<file path="src/hw/rtl/uves_pkg.sv">
// shared types and constants for the uv edge straightener
package uves_pkg;

	localparam int COORD_BITS  = 24;
	localparam int ID_BITS     = 16;
	localparam int SIDES_BITS  = 3;
	localparam int EDGE_BITS   = 2;
	localparam int N_CORNERS   = 4;
	localparam int NORM_BITS   = 62;
	localparam int NORM_PAIRS  = 31;
	localparam int TARGET_PAIR = 30;
	localparam int ROOT_BITS   = 31;
	localparam int SHIFT_BITS  = 5;
	localparam int GROUP_PAIRS = 8;
	localparam int N_GROUPS    = 4;
	localparam int GIDX_BITS   = 3;
	localparam int GSEL_BITS   = 2;

	typedef logic signed [COORD_BITS-1:0] coord_t;

	typedef struct packed {
		logic [ID_BITS-1:0]    polygon_id;
		logic [SIDES_BITS-1:0] side_count;
		logic [EDGE_BITS-1:0]  edge_index;
		coord_t                c0_u;
		coord_t                c0_v;
		coord_t                c1_u;
		coord_t                c1_v;
		coord_t                c2_u;
		coord_t                c2_v;
		coord_t                c3_u;
		coord_t                c3_v;
	} in_item_t;

	typedef struct packed {
		logic [ID_BITS-1:0] out_polygon_id;
		coord_t             r0_u;
		coord_t             r0_v;
		coord_t             r1_u;
		coord_t             r1_v;
		coord_t             r2_u;
		coord_t             r2_v;
		coord_t             r3_u;
		coord_t             r3_v;
		logic               zero_edge;
	} out_item_t;

endpackage

</file>
<file path="src/hw/rtl/uves_div_lane.sv">
// pipelined restoring divider lane, one quotient bit per stage
module uves_div_lane #(
	parameter int FRAC_BITS = 16
) (
	input  logic                                         clk,
	input  logic [uves_pkg::ROOT_BITS+FRAC_BITS:0]       num,
	input  logic [uves_pkg::ROOT_BITS-1:0]               den,
	output logic [FRAC_BITS:0]                           quot
);
	localparam int RB   = uves_pkg::ROOT_BITS;
	localparam int QB   = FRAC_BITS + 1;
	localparam int DN_W = RB + FRAC_BITS + 1;

	logic [RB-1:0]   rem_q [QB];
	logic [QB-1:0]   q_q   [QB];
	logic [DN_W-1:0] num_q [QB];
	logic [RB-1:0]   den_q [QB];

	logic [RB-1:0]   rem_p [QB];
	logic [QB-1:0]   q_p   [QB];
	logic [DN_W-1:0] num_p [QB];
	logic [RB-1:0]   den_p [QB];

	for (genvar j = 0; j < QB; j++) begin : g_stage
		localparam int B = QB - 1 - j;
		logic [RB:0] sh;
		logic        ge;

		if (j == 0) begin : g_first
			assign rem_p[j] = num[DN_W-1:QB];
			assign q_p[j]   = '0;
			assign num_p[j] = num;
			assign den_p[j] = den;
		end else begin : g_next
			assign rem_p[j] = rem_q[j-1];
			assign q_p[j]   = q_q[j-1];
			assign num_p[j] = num_q[j-1];
			assign den_p[j] = den_q[j-1];
		end

		assign sh = {rem_p[j], num_p[j][B]};
		assign ge = sh >= {1'b0, den_p[j]};

		always_ff @(posedge clk) begin
			rem_q[j] <= ge ? RB'(sh - {1'b0, den_p[j]}) : RB'(sh);
			q_q[j]   <= {q_p[j][QB-2:0], ge};
			num_q[j] <= num_p[j];
			den_q[j] <= den_p[j];
		end
	end

	assign quot = q_q[QB-1];

endmodule

</file>
<file path="config.mk">
export PLATFORM = sky130hd
export DESIGN_NAME = uves_div_lane
export DESIGN_NICKNAME = d
export VERILOG_FILES = /design/src/hw/rtl/uves_pkg.sv /design/src/hw/rtl/uves_div_lane.sv
export SDC_FILE = /design/constraint.sdc
export NUM_CORES = 2
export LEC_CHECK = 0
export BUFFER_PORTS_ARGS = -buffer_cell sky130_fd_sc_hd__buf_2
export CAP_MARGIN = 25
export CORE_UTILIZATION = 60
export DETAILED_ROUTE_END_ITERATION = 7
export PLACE_DENSITY = 0.81
export SYNTH_ARGS = -nofsm -noshare
export SYNTH_HDL_FRONTEND = slang
export SYNTH_SLANG_ARGS = --single-unit
</file>
<file path="constraint.sdc">
create_clock -name clk -period 9.9 [get_ports clk]
set_clock_uncertainty 0.1 [all_clocks]
set_input_delay 0.495 -clock clk [delete_from_list [all_inputs] [get_ports clk]]
set_output_delay 0.495 -clock clk [all_outputs]
set_load 0.01 [all_outputs]
</file>
==> qor.csv <==
stage,metric,value,unit
sta,clock.fmax,233,MHz
sta,hold_viol,0,
synthesis,yosysUniqueCellTypes,81,
detailed_routing,drt_iter0_drc,2315,
final_layout,fin_nets,6926,
placement,place_inst,7352,
pwr,power.density,370,mW/mm^2
worst_setup_path,path_class,flop to flop,
placement,detailedPlacementHpwl,88500,um
sta,finalCritPeriodShare,43.4,%
worst_setup_path,cp.arrival,4.82,ns
clock_network,root_buffer,clkbuf_16,
global_routing,overflow,0,
detailed_routing,routedWlPerCell,15.3,um
placement,placement.io_buffers,96,
pwr,clkPwrFrac,21.2,%
synthesis,yosys.area.top_type_share,44.5,%
global_routing,grt_pass1_vias,43271,
detailed_routing,firstDrtPassIters,7,
floorplan,fp.coreArea,0.0950,mm^2
worst_setup_path,path_cells,inv_1 -> ha_1 -> nor2b_1 -> o21ai_0 -> a21boi_0 -> o21ai_0 -> a211oi_1 -> nor3_2 -> nor2_1 -> o311ai_1 -> nand2_1 -> buf_4 -> and3_1 -> a31o_2,
clock_network,htreeDepth,4,
worst_setup_path,cp_common_cell,o21ai_0,
pwr,sequentialPowerShare,31.2,%
floorplan,io_pins,97,
synthesis,ys_top_cells_by_count,"dfxtp_1 (1281), inv_1 (651), ha_1 (527)",
pwr,intPower,15.1,mW
worst_setup_path,critPathTopFamily,compound AO/OA/AOI/OAI gates,
synthesis,synthCells,6089,
floorplan,start_util,60.7,%
sta,rsz0062_at_grt,no,
floorplan,die_x,312,um
worst_setup_path,crit_buf_inv,2,
detailed_routing,drtAntennaViolNets,0,
detailed_routing,via_count,42551,
run_status,status,completed,
worst_hold_path,min_path_type,flop to flop,
pwr,p_sw,8.91,mW
clock_network,cts.sinks,1281,
synthesis,synth.most_common_cell,dfxtp_1,
synthesis,synth_seq_cells,1281,
sta,fin_setup_tns,0,ns
worst_setup_path,slowest_delay,0.57,ns
global_routing,grt_start_max_net_pins,64,
pwr,comb_power_share,47.6,%
sta,period_needed,4.30,ns
run,maxCapViolCount,0,
detailed_routing,drc,0,
synthesis,yosys.area.top_type,dfxtp_1,
synthesis,synthesis.area,0.0576,mm^2
clock_network,cts_max_path_buffers,3,
synthesis,synth_nets,6712,
worst_setup_path,cp_max_fo,30,
clock_network,cts_tree,built,
global_routing,grtUsageTotal,24.0,%
detailed_routing,avgViaCountPerCell,5.54,
clock_network,cts_buffers,133,
synthesis,synth-warning-count,0,
pwr,vdd_drop_max,0.000184,V
synthesis,synth.avg_cell_area,9.47,um^2
sta,slew_viol_final,0,
worst_setup_path,cp-start-kind,flop,
global_routing,grt_antenna_before_repair,5,
floorplan,die_y,312,um
synthesis,synth_edf_count,0,
final_layout,area_delta_synth_final,12.7,%
final_layout,drive_gt1_share,9.47,%
final_layout,final_cells,7684,
synthesis,async_reset_ff_share,0,%
sta,worst_pin_slew,1.04,ns
synthesis,yosysSeqAreaShare,44.5,%
global_routing,grt_pass1_wl,195000,um
placement,gp_congestion,0.996,
clock_network,cts_resized,0,
pwr,leakagePower,30.5,nW
clock_network,clock_latency,0.73,ns
synthesis,dominantRegCellSynth,dfxtp_1,
floorplan,die_area,0.0973,mm^2
worst_setup_path,required,10.42,ns
pwr,p_sw_share,37.1,%
worst_setup_path,crit_slowest_cell,nand2_1,
synthesis,ys_top_cells_by_area,"dfxtp_1 (44%), ha_1 (11%), a21oi_1 (4.4%)",
sta,setup_viol,0,
detailed_routing,wl,118000,um
clock_network,clk_pin_slew,0.06,ns
sta,relSlewSlack,28.8,%
worst_setup_path,endpoint_kind,flop,
final_layout,nFillCells,7171,
clock_network,post-cts-setup-buffer-count,0,
floorplan,num_rows,113,
registers in the layout, summed over array words and instances, names as in the netlist:
name,count
q_q,153
rem_q,496
num_q,136
den_q,496
power by group through the flow:
stage | clock (mW) | sequential, mW | combinational [mW]
after CTS | 5.20 | 7.48 | 11.3
after detailed placement | 0 | 7.57 | 11.2
after global routing | 5.42 | 7.63 | 12.7
final | 5.09 | 7.48 | 11.4
after floorplan | 0 | 7.32 | 9.08
after global placement | 0 | 7.56 | 10.8
placed cells by master (no fill, tap or decap), drive strengths merged, types with 18 or more instances in the layout:
| master | Yosys | routed |
|---|---|---|
| o21ai | 401 | 401 |
| o31ai | 24 | 24 |
| a31oi | 59 | 59 |
| nand2b | 94 | 94 |
| nor2b | 77 | 77 |
| dfxtp | 1281 | 1281 |
| nand2 | 388 | 388 |
| o21bai | 58 | 58 |
| inv | 651 | 658 |
| a211oi | 39 | 39 |
| o21a | 66 | 66 |
| buf | 30 | 116 |
| clkinv | 0 | 29 |
| mux2 | 216 | 216 |
| nand4 | 58 | 58 |
| nor3 | 72 | 72 |
| dlygate4sd3 | 0 | 78 |
| a21oi | 505 | 505 |
| nand3 | 95 | 95 |
| a21o | 252 | 252 |
| clkbuf | 85 | 185 |
| xor2 | 158 | 158 |
| xnor2 | 268 | 268 |
| and3 | 58 | 58 |
| ha | 527 | 527 |
| a21boi | 18 | 18 |
| nor2 | 303 | 303 |
final timing paths:
kind | endpoint | cells after the start | slack [ns] | startpoint
min reg2reg | num_q[0][104] | 0 | 0.22 | num_q[0][56]
max reg2reg | rem_q[0][358] | 14 | 5.60 | den_q[0][312]
max | rem_q[0][358] | 14 | 5.60 | den_q[0][312]
min | num_q[0][104] | 0 | 0.22 | num_q[0][56]
routing by layer:
metal / global-route usage, % / vias up / routed length (um)
li1: - / 21531 / -
met1: 22.6 / 19574 / 43900
met2: 47.4 / 1045 / 63100
met3: 3.33 / 401 / 3990
met4: 16.1 / 0 / 6950
met5: 0 / - / 0
cell type report:
class,instances,area (um^2),share of cell area (%)
diodes,10,25.0,0.0385
clock buffers,185,3820,5.89
clock inverters,56,781,1.20
inverters,651,2440,3.76
multi-input cells,4042,29200,44.9
flip-flops and latches,1281,25600,39.5
well taps,1265,1580,2.44
repair buffers,194,1470,2.27
cells by family (layout without fill, tap and decap cells):
family / Yosys count / after routing / share of synthesized area (%)
AO/OA/AOI/OAI: 1589 / 1589 / 17.1
XOR/XNOR: 426 / 426 / 6.47
adder cells (fa/ha/maj): 543 / 543 / 12.0
buffers and inverters: 766 / 1086 / 5.05
flip-flops: 1281 / 1281 / 44.5
multiplexers: 231 / 231 / 4.48
other: 0 / 10 / 0
AND/OR/NAND/NOR: 1253 / 1253 / 10.4
what timing repair did:
action / in CTS / in global routing
endpoints found under the setup margin: 0 / 0
hold buffers: 78 / 0
endpoints found under the hold margin: 78 / 0
worst register-to-register path, delay by kind of cell, from the launching register on:
family | cells | cell delay, ns
simple gates | 5 | 1.43
fa+ha+maj | 1 | 0.36
buf+inv | 2 | 0.50
compound gates | 6 | 1.49
flops | 1 | 0.33
metrics by stage:
stage | utilization (%) | area (um^2) | hold slack, ns | setup slack [ns] | power [mW]
final | 68.4 | 65000 | 0.221 | 5.60 | 24.0
after global routing | 68.4 | 65000 | 0.223 | 5.24 | 25.8
after CTS | 68.3 | 64900 | 0.221 | 5.65 | 24.0
after global placement | 62.6 | 59400 | 0.210 | 5.79 | 18.4
after floorplan | - | 57600 | 0.210 | 6.57 | 16.4
after detailed placement | 62.6 | 59500 | 0.212 | 5.69 | 18.7
Note: power is estimated with default switching activity, not from simulation.
