$ cat src/hw/rtl/uves_pkg.sv
// shared types and constants for the uv edge straightener
package uves_pkg;

	localparam int COORD_BITS  = 24;
	localparam int ID_BITS     = 16;
	localparam int SIDES_BITS  = 3;
	localparam int EDGE_BITS   = 2;
	localparam int N_CORNERS   = 4;
	localparam int NORM_BITS   = 62;
	localparam int NORM_PAIRS  = 31;
	localparam int TARGET_PAIR = 30;
	localparam int ROOT_BITS   = 31;
	localparam int SHIFT_BITS  = 5;
	localparam int GROUP_PAIRS = 8;
	localparam int N_GROUPS    = 4;
	localparam int GIDX_BITS   = 3;
	localparam int GSEL_BITS   = 2;

	typedef logic signed [COORD_BITS-1:0] coord_t;

	typedef struct packed {
		logic [ID_BITS-1:0]    polygon_id;
		logic [SIDES_BITS-1:0] side_count;
		logic [EDGE_BITS-1:0]  edge_index;
		coord_t                c0_u;
		coord_t                c0_v;
		coord_t                c1_u;
		coord_t                c1_v;
		coord_t                c2_u;
		coord_t                c2_v;
		coord_t                c3_u;
		coord_t                c3_v;
	} in_item_t;

	typedef struct packed {
		logic [ID_BITS-1:0] out_polygon_id;
		coord_t             r0_u;
		coord_t             r0_v;
		coord_t             r1_u;
		coord_t             r1_v;
		coord_t             r2_u;
		coord_t             r2_v;
		coord_t             r3_u;
		coord_t             r3_v;
		logic               zero_edge;
	} out_item_t;

endpackage

$ cat src/hw/rtl/uves_sqrt_pipe.sv
// pipelined integer square root, one root bit per stage, with sideband
module uves_sqrt_pipe #(
	parameter int SIDE_W = 8
) (
	input  logic                              clk,
	input  logic                              arst_n,
	input  logic                              in_valid,
	input  logic [uves_pkg::NORM_BITS-1:0]    x,
	input  logic [SIDE_W-1:0]                 in_side,
	output logic                              out_valid,
	output logic [uves_pkg::ROOT_BITS-1:0]    root,
	output logic [SIDE_W-1:0]                 out_side
);
	localparam int RB = uves_pkg::ROOT_BITS;
	localparam int NB = uves_pkg::NORM_BITS;
	localparam int RW = RB + 2;

	logic [RW-1:0]     rem_q  [RB];
	logic [RB-1:0]     root_q [RB];
	logic [NB-1:0]     x_q    [RB];
	logic [SIDE_W-1:0] side_q [RB];
	logic [RB-1:0]     v_q;

	logic [RW-1:0]     rem_p  [RB];
	logic [RB-1:0]     root_p [RB];
	logic [NB-1:0]     x_p    [RB];
	logic [SIDE_W-1:0] side_p [RB];
	logic [RB-1:0]     v_p;

	for (genvar i = 0; i < RB; i++) begin : g_stage
		localparam int P = RB - 1 - i;
		logic [RW-1:0] sh;
		logic [RW-1:0] trial;
		logic          ge;

		if (i == 0) begin : g_first
			assign rem_p[i]  = '0;
			assign root_p[i] = '0;
			assign x_p[i]    = x;
			assign side_p[i] = in_side;
			assign v_p[i]    = in_valid;
		end else begin : g_next
			assign rem_p[i]  = rem_q[i-1];
			assign root_p[i] = root_q[i-1];
			assign x_p[i]    = x_q[i-1];
			assign side_p[i] = side_q[i-1];
			assign v_p[i]    = v_q[i-1];
		end

		assign sh    = {rem_p[i][RW-3:0], x_p[i][2*P +: 2]};
		assign trial = {root_p[i], 2'b01};
		assign ge    = sh >= trial;

		always_ff @(posedge clk) begin
			rem_q[i]  <= ge ? sh - trial : sh;
			root_q[i] <= {root_p[i][RB-2:0], ge};
			x_q[i]    <= x_p[i];
			side_q[i] <= side_p[i];
		end

		always_ff @(posedge clk or negedge arst_n) begin
			if (!arst_n) begin
				v_q[i] <= 1'b0;
			end else begin
				v_q[i] <= v_p[i];
			end
		end
	end

	assign out_valid = v_q[RB-1];
	assign root      = root_q[RB-1];
	assign out_side  = side_q[RB-1];

endmodule

$ cat config.mk
export PLATFORM = sky130hd
export DESIGN_NAME = uves_sqrt_pipe
export DESIGN_NICKNAME = d
export VERILOG_FILES = /design/src/hw/rtl/uves_pkg.sv /design/src/hw/rtl/uves_sqrt_pipe.sv
export SDC_FILE = /design/constraint.sdc
export NUM_CORES = 2
export LEC_CHECK = 0
export BUFFER_PORTS_ARGS = -buffer_cell sky130_fd_sc_hd__buf_2
export CAP_MARGIN = 25
export CORE_MARGIN = 5
export CORE_UTILIZATION = 55
export DETAILED_ROUTE_END_ITERATION = 10
export GPL_ROUTABILITY_DRIVEN = 0
export PLACE_DENSITY = 0.71
export SKIP_LAST_GASP = 1
export SLEW_MARGIN = 20
export SYNTH_ARGS = -nofsm -noshare
export SYNTH_HDL_FRONTEND = slang
export SYNTH_MEMORY_MAX_BITS = 65536
export SYNTH_SLANG_ARGS = --single-unit
$ cat constraint.sdc
create_clock -name clk -period 7.8 [get_ports clk]
set_input_delay 1.95 -clock clk [delete_from_list [all_inputs] [get_ports clk]]
set_output_delay 1.95 -clock clk [all_outputs]
set_load 0.05 [all_outputs]
==> results.json <==
{
  "ys.flop_type": "dfxtp_1",
  "antenna_found_initial": 4,
  "fin_tns_setup_ns": 0,
  "grt.total_usage": 0.1976,
  "yosys_register_bits": 2592,
  "cp_data_required_time_ns": 8.55,
  "end_kind": "flop",
  "synthToLayoutAreaGrowth_pct": 12.62,
  "r2r_cells": 10,
  "insertion_delay_ns": 0.88,
  "leakage_nw": 47.70,
  "rsz0062_at_grt": "false",
  "fmax_ghz": 0.2494,
  "grt_max_degree": 63,
  "path_cells": "inv_1, ha_1, o21ai_0, a22oi_1, a2111oi_0, nor2_1, a31oi_1, o2bb2ai_1, nand2b_2, mux2_2",
  "cts_root_buffer": "clkbuf_16",
  "grt_pass1_wl_mm": 287.1,
  "slowest_stage": "a2111oi_0",
  "port_buffers": 112,
  "worstSetupPathType": "flop to flop",
  "pin_count": 113,
  "drt_iter0_markers": 4170,
  "drv_slew": 0,
  "tightest_slew_ns": 0.9942,
  "cts_hold_buf": 0,
  "report.final.hold_viol_count": 0,
  "p_total_mw": 34.81,
  "grt-ovfl-total": 0,
  "synth_area_leaders": "dfxtp_1 (57%), ha_1 (7.3%), xor2_1 (3.6%), xnor2_1 (3.5%), a21oi_1 (2.8%)",
  "htreeDepth": 4,
  "yosysWarnings": 0,
  "holdPathStages": 0,
  "dieArea_sq_mm": 0.1725,
  "async_flop_share": 0.01196,
  "slowest_delay_ns": 0.74,
  "grt_util_met2": 0.3494,
  "cp_data_arrival_time_ns": 4.76,
  "cts_num_sinks": 2592,
  "timing.hold.ws_ns": 0.2888,
  "layout.area.seq_sq_mm": 0.05204,
  "ant_nets": 0,
  "synth_edf_count": 0,
  "clockBufferDepth": 3,
  "viasPerCell": 5.344,
  "power.density_mw_per_mm2": 342.0,
  "synth_cell_types": 95,
  "totalWireLength_mm": 174.3,
  "cts_buffers": 240,
  "start_util": 0.5540,
  "core_area_sq_mm": 0.1631,
  "avgSynthCellArea_sq_um": 10.47,
  "fin_util": 0.6239,
  "gr-usage-met1": 0.2410,
  "synth_top_area_share": 0.5672,
  "fin_nets": 9423,
  "busiest_layer": "met2",
  "wl_per_cell_microns": 15.56,
  "post_cts_buffers": 0,
  "syn-instance-count": 8630,
  "met3_usage": 0.03294,
  "cts.clk_slew.worst_paths_ns": 0.06,
  "syn_area_sq_mm": 0.09038,
  "drc": 0,
  "drv_cap": 0,
  "critPathMaxFanout": 49,
  "dieHeight_microns": 415.4,
  "syn_nets": 9231,
  "place_hpwl_mm": 128.3,
  "tritoncts": "built",
  "relSlewSlack": 0.3372,
  "rows": 148,
  "cts_resized": 0,
  "multi_input_area_sq_mm": 0.03519,
  "die_x_microns": 415.4,
  "period_minus_slack_ns": 4.010,
  "hold_path_class": "flop to flop",
  "first_pass_iters": 7,
  "status": "complete, no violations",
  "clock_skew_ns": 0.07393,
  "peakVddDrop_uv": 259.0,
  "num_vias": 59860,
  "finalSetupViolCount": 0,
  "yosys.area.top_type": "dfxtp_1",
  "worstSetupStartpointType": "flop",
  "seq_area_frac_synth": 0.5758,
  "drive_gt1_frac": 0.07722,
  "grt_pass1_vias": 59090,
  "fill_cells": 13010,
  "fin_crit_sh": 0.5141
}
critical path: cells and delay by family, from the launching register on:
kind | cells | cell delay [ns]
flops | 1 | 0.45
fa+ha+maj | 1 | 0.33
buf+inv | 1 | 0.08
compound gates | 5 | 1.66
simple gates | 2 | 0.87
mux | 1 | 0.49
metal layers:
layer  wire length [microns]  up-vias  part of all wire
met5                      13        -          0.000075
li1                        -    29870                 -
met4                    6348        2             0.036
met3                    8746      438             0.050
met1                   74040    27970              0.42
met2                   85140     1580              0.49
synth_stat cells, types with 150 or more instances:
master    instances
ha_1            528
nor2_1          484
clkbuf_1        150
xnor2_1         358
nor3_1          212
xor2_1          373
a21oi_1         513
nand2_1         567
inv_1           664
dfxtp_1        2561
o21ai_0         466
a21o_1          229
cell usage in the layout (no fill, tap or decap), drive strengths merged, types with 21 or more instances in the layout:
cell type / Yosys / routed
o41ai: 23 / 23
clkbuf: 150 / 309
buf: 30 / 129
o21a: 102 / 102
nand4: 101 / 101
dfrtp: 31 / 31
a2111oi: 21 / 21
o21bai: 40 / 40
clkinv: 1 / 69
a21o: 229 / 229
ha: 528 / 528
xnor2: 358 / 358
or2: 52 / 52
o211ai: 35 / 35
xor2: 373 / 373
mux2: 65 / 65
or3: 90 / 90
or4: 48 / 48
a21oi: 513 / 513
nor2: 484 / 484
nor3: 212 / 212
nand3: 122 / 122
o21ai: 471 / 471
a21boi: 26 / 26
a31oi: 45 / 45
nor2b: 67 / 67
nand2: 568 / 568
clkinvlp: 0 / 22
dfxtp: 2561 / 2561
nor4: 119 / 119
and2: 26 / 26
and3: 45 / 45
a211oi: 35 / 35
bufinv: 0 / 34
inv: 666 / 679
nand2b: 98 / 98
o31ai: 63 / 63
worst paths after layout:
| kind | slack (ns) | startpoint | endpoint |
|---|---|---|---|
| worst max-delay path | 3.79 | root_q[6][31]$_DFF_P_ | rem_q[1][336]$_DFF_P_ |
| worst min-delay path | 0.29 | x_q[18][18]$_DFF_P_ | x_q[19][18]$_DFF_P_ |
| worst max register to register | 3.79 | root_q[6][31]$_DFF_P_ | rem_q[1][336]$_DFF_P_ |
| worst min register to register | 0.29 | x_q[18][18]$_DFF_P_ | x_q[19][18]$_DFF_P_ |
| max in group asynchronous | 6.23 | arst_n | v_p[27]$_DFF_PN0_ |
| min in group asynchronous | 1.11 | arst_n | v_p[12]$_DFF_PN0_ |
area by class of cell:
cell class                      count  share of cell area
Antenna cell                        1          0.00002458
Clock buffer                      309             0.06509
Clock inverter                    137             0.01938
Inverter                          667             0.02460
Multi-Input combinational cell   5191              0.3457
Sequential cell                  2592              0.5113
Tap cell                         2175             0.02674
Timing Repair Buffer              130            0.007179
metrics by stage:
stage | setup WS [ns] | area (sq um) | instances
5_1_grt | 3.594 | 101800 | 11200
2_1_floorplan | 4.817 | 90380 | 8630
6_report | 3.790 | 101800 | 11200
4_1_cts | 3.532 | 101700 | 11200
3_5_place_dp | 3.603 | 93150 | 10750
3_3_place_gp | 3.685 | 93120 | 10750
power by group:
group / switching [mW] / total [mW] / internal, mW
logic: 3.24 / 5.77 / 2.53
clock network: 5.00 / 12.2 / 7.19
registers: 1.52 / 16.9 / 15.3
kinds of logic (layout without fill, tap and decap cells):
| group | after synthesis | after routing | share of synthesized area |
|---|---|---|---|
| buffers and inverters | 847 | 1243 | 0.03551 |
| AO/OA/AOI/OAI | 1731 | 1731 | 0.1188 |
| multiplexers | 74 | 74 | 0.009095 |
| other | 1 | 2 | 0.00004149 |
| adder cells (fa/ha/maj) | 528 | 528 | 0.07309 |
| AND/OR/NAND/NOR | 2126 | 2126 | 0.1168 |
| flip-flops | 2592 | 2592 | 0.5758 |
| XOR/XNOR | 731 | 731 | 0.07084 |
state kept, by name, indices dropped and copies added (netlist names):
signal / count
v_p: 30
side_q: 248
rem_q: 887
out_valid: 1
x_q: 930
root_q: 496
Power figures use the tool's default switching activity.
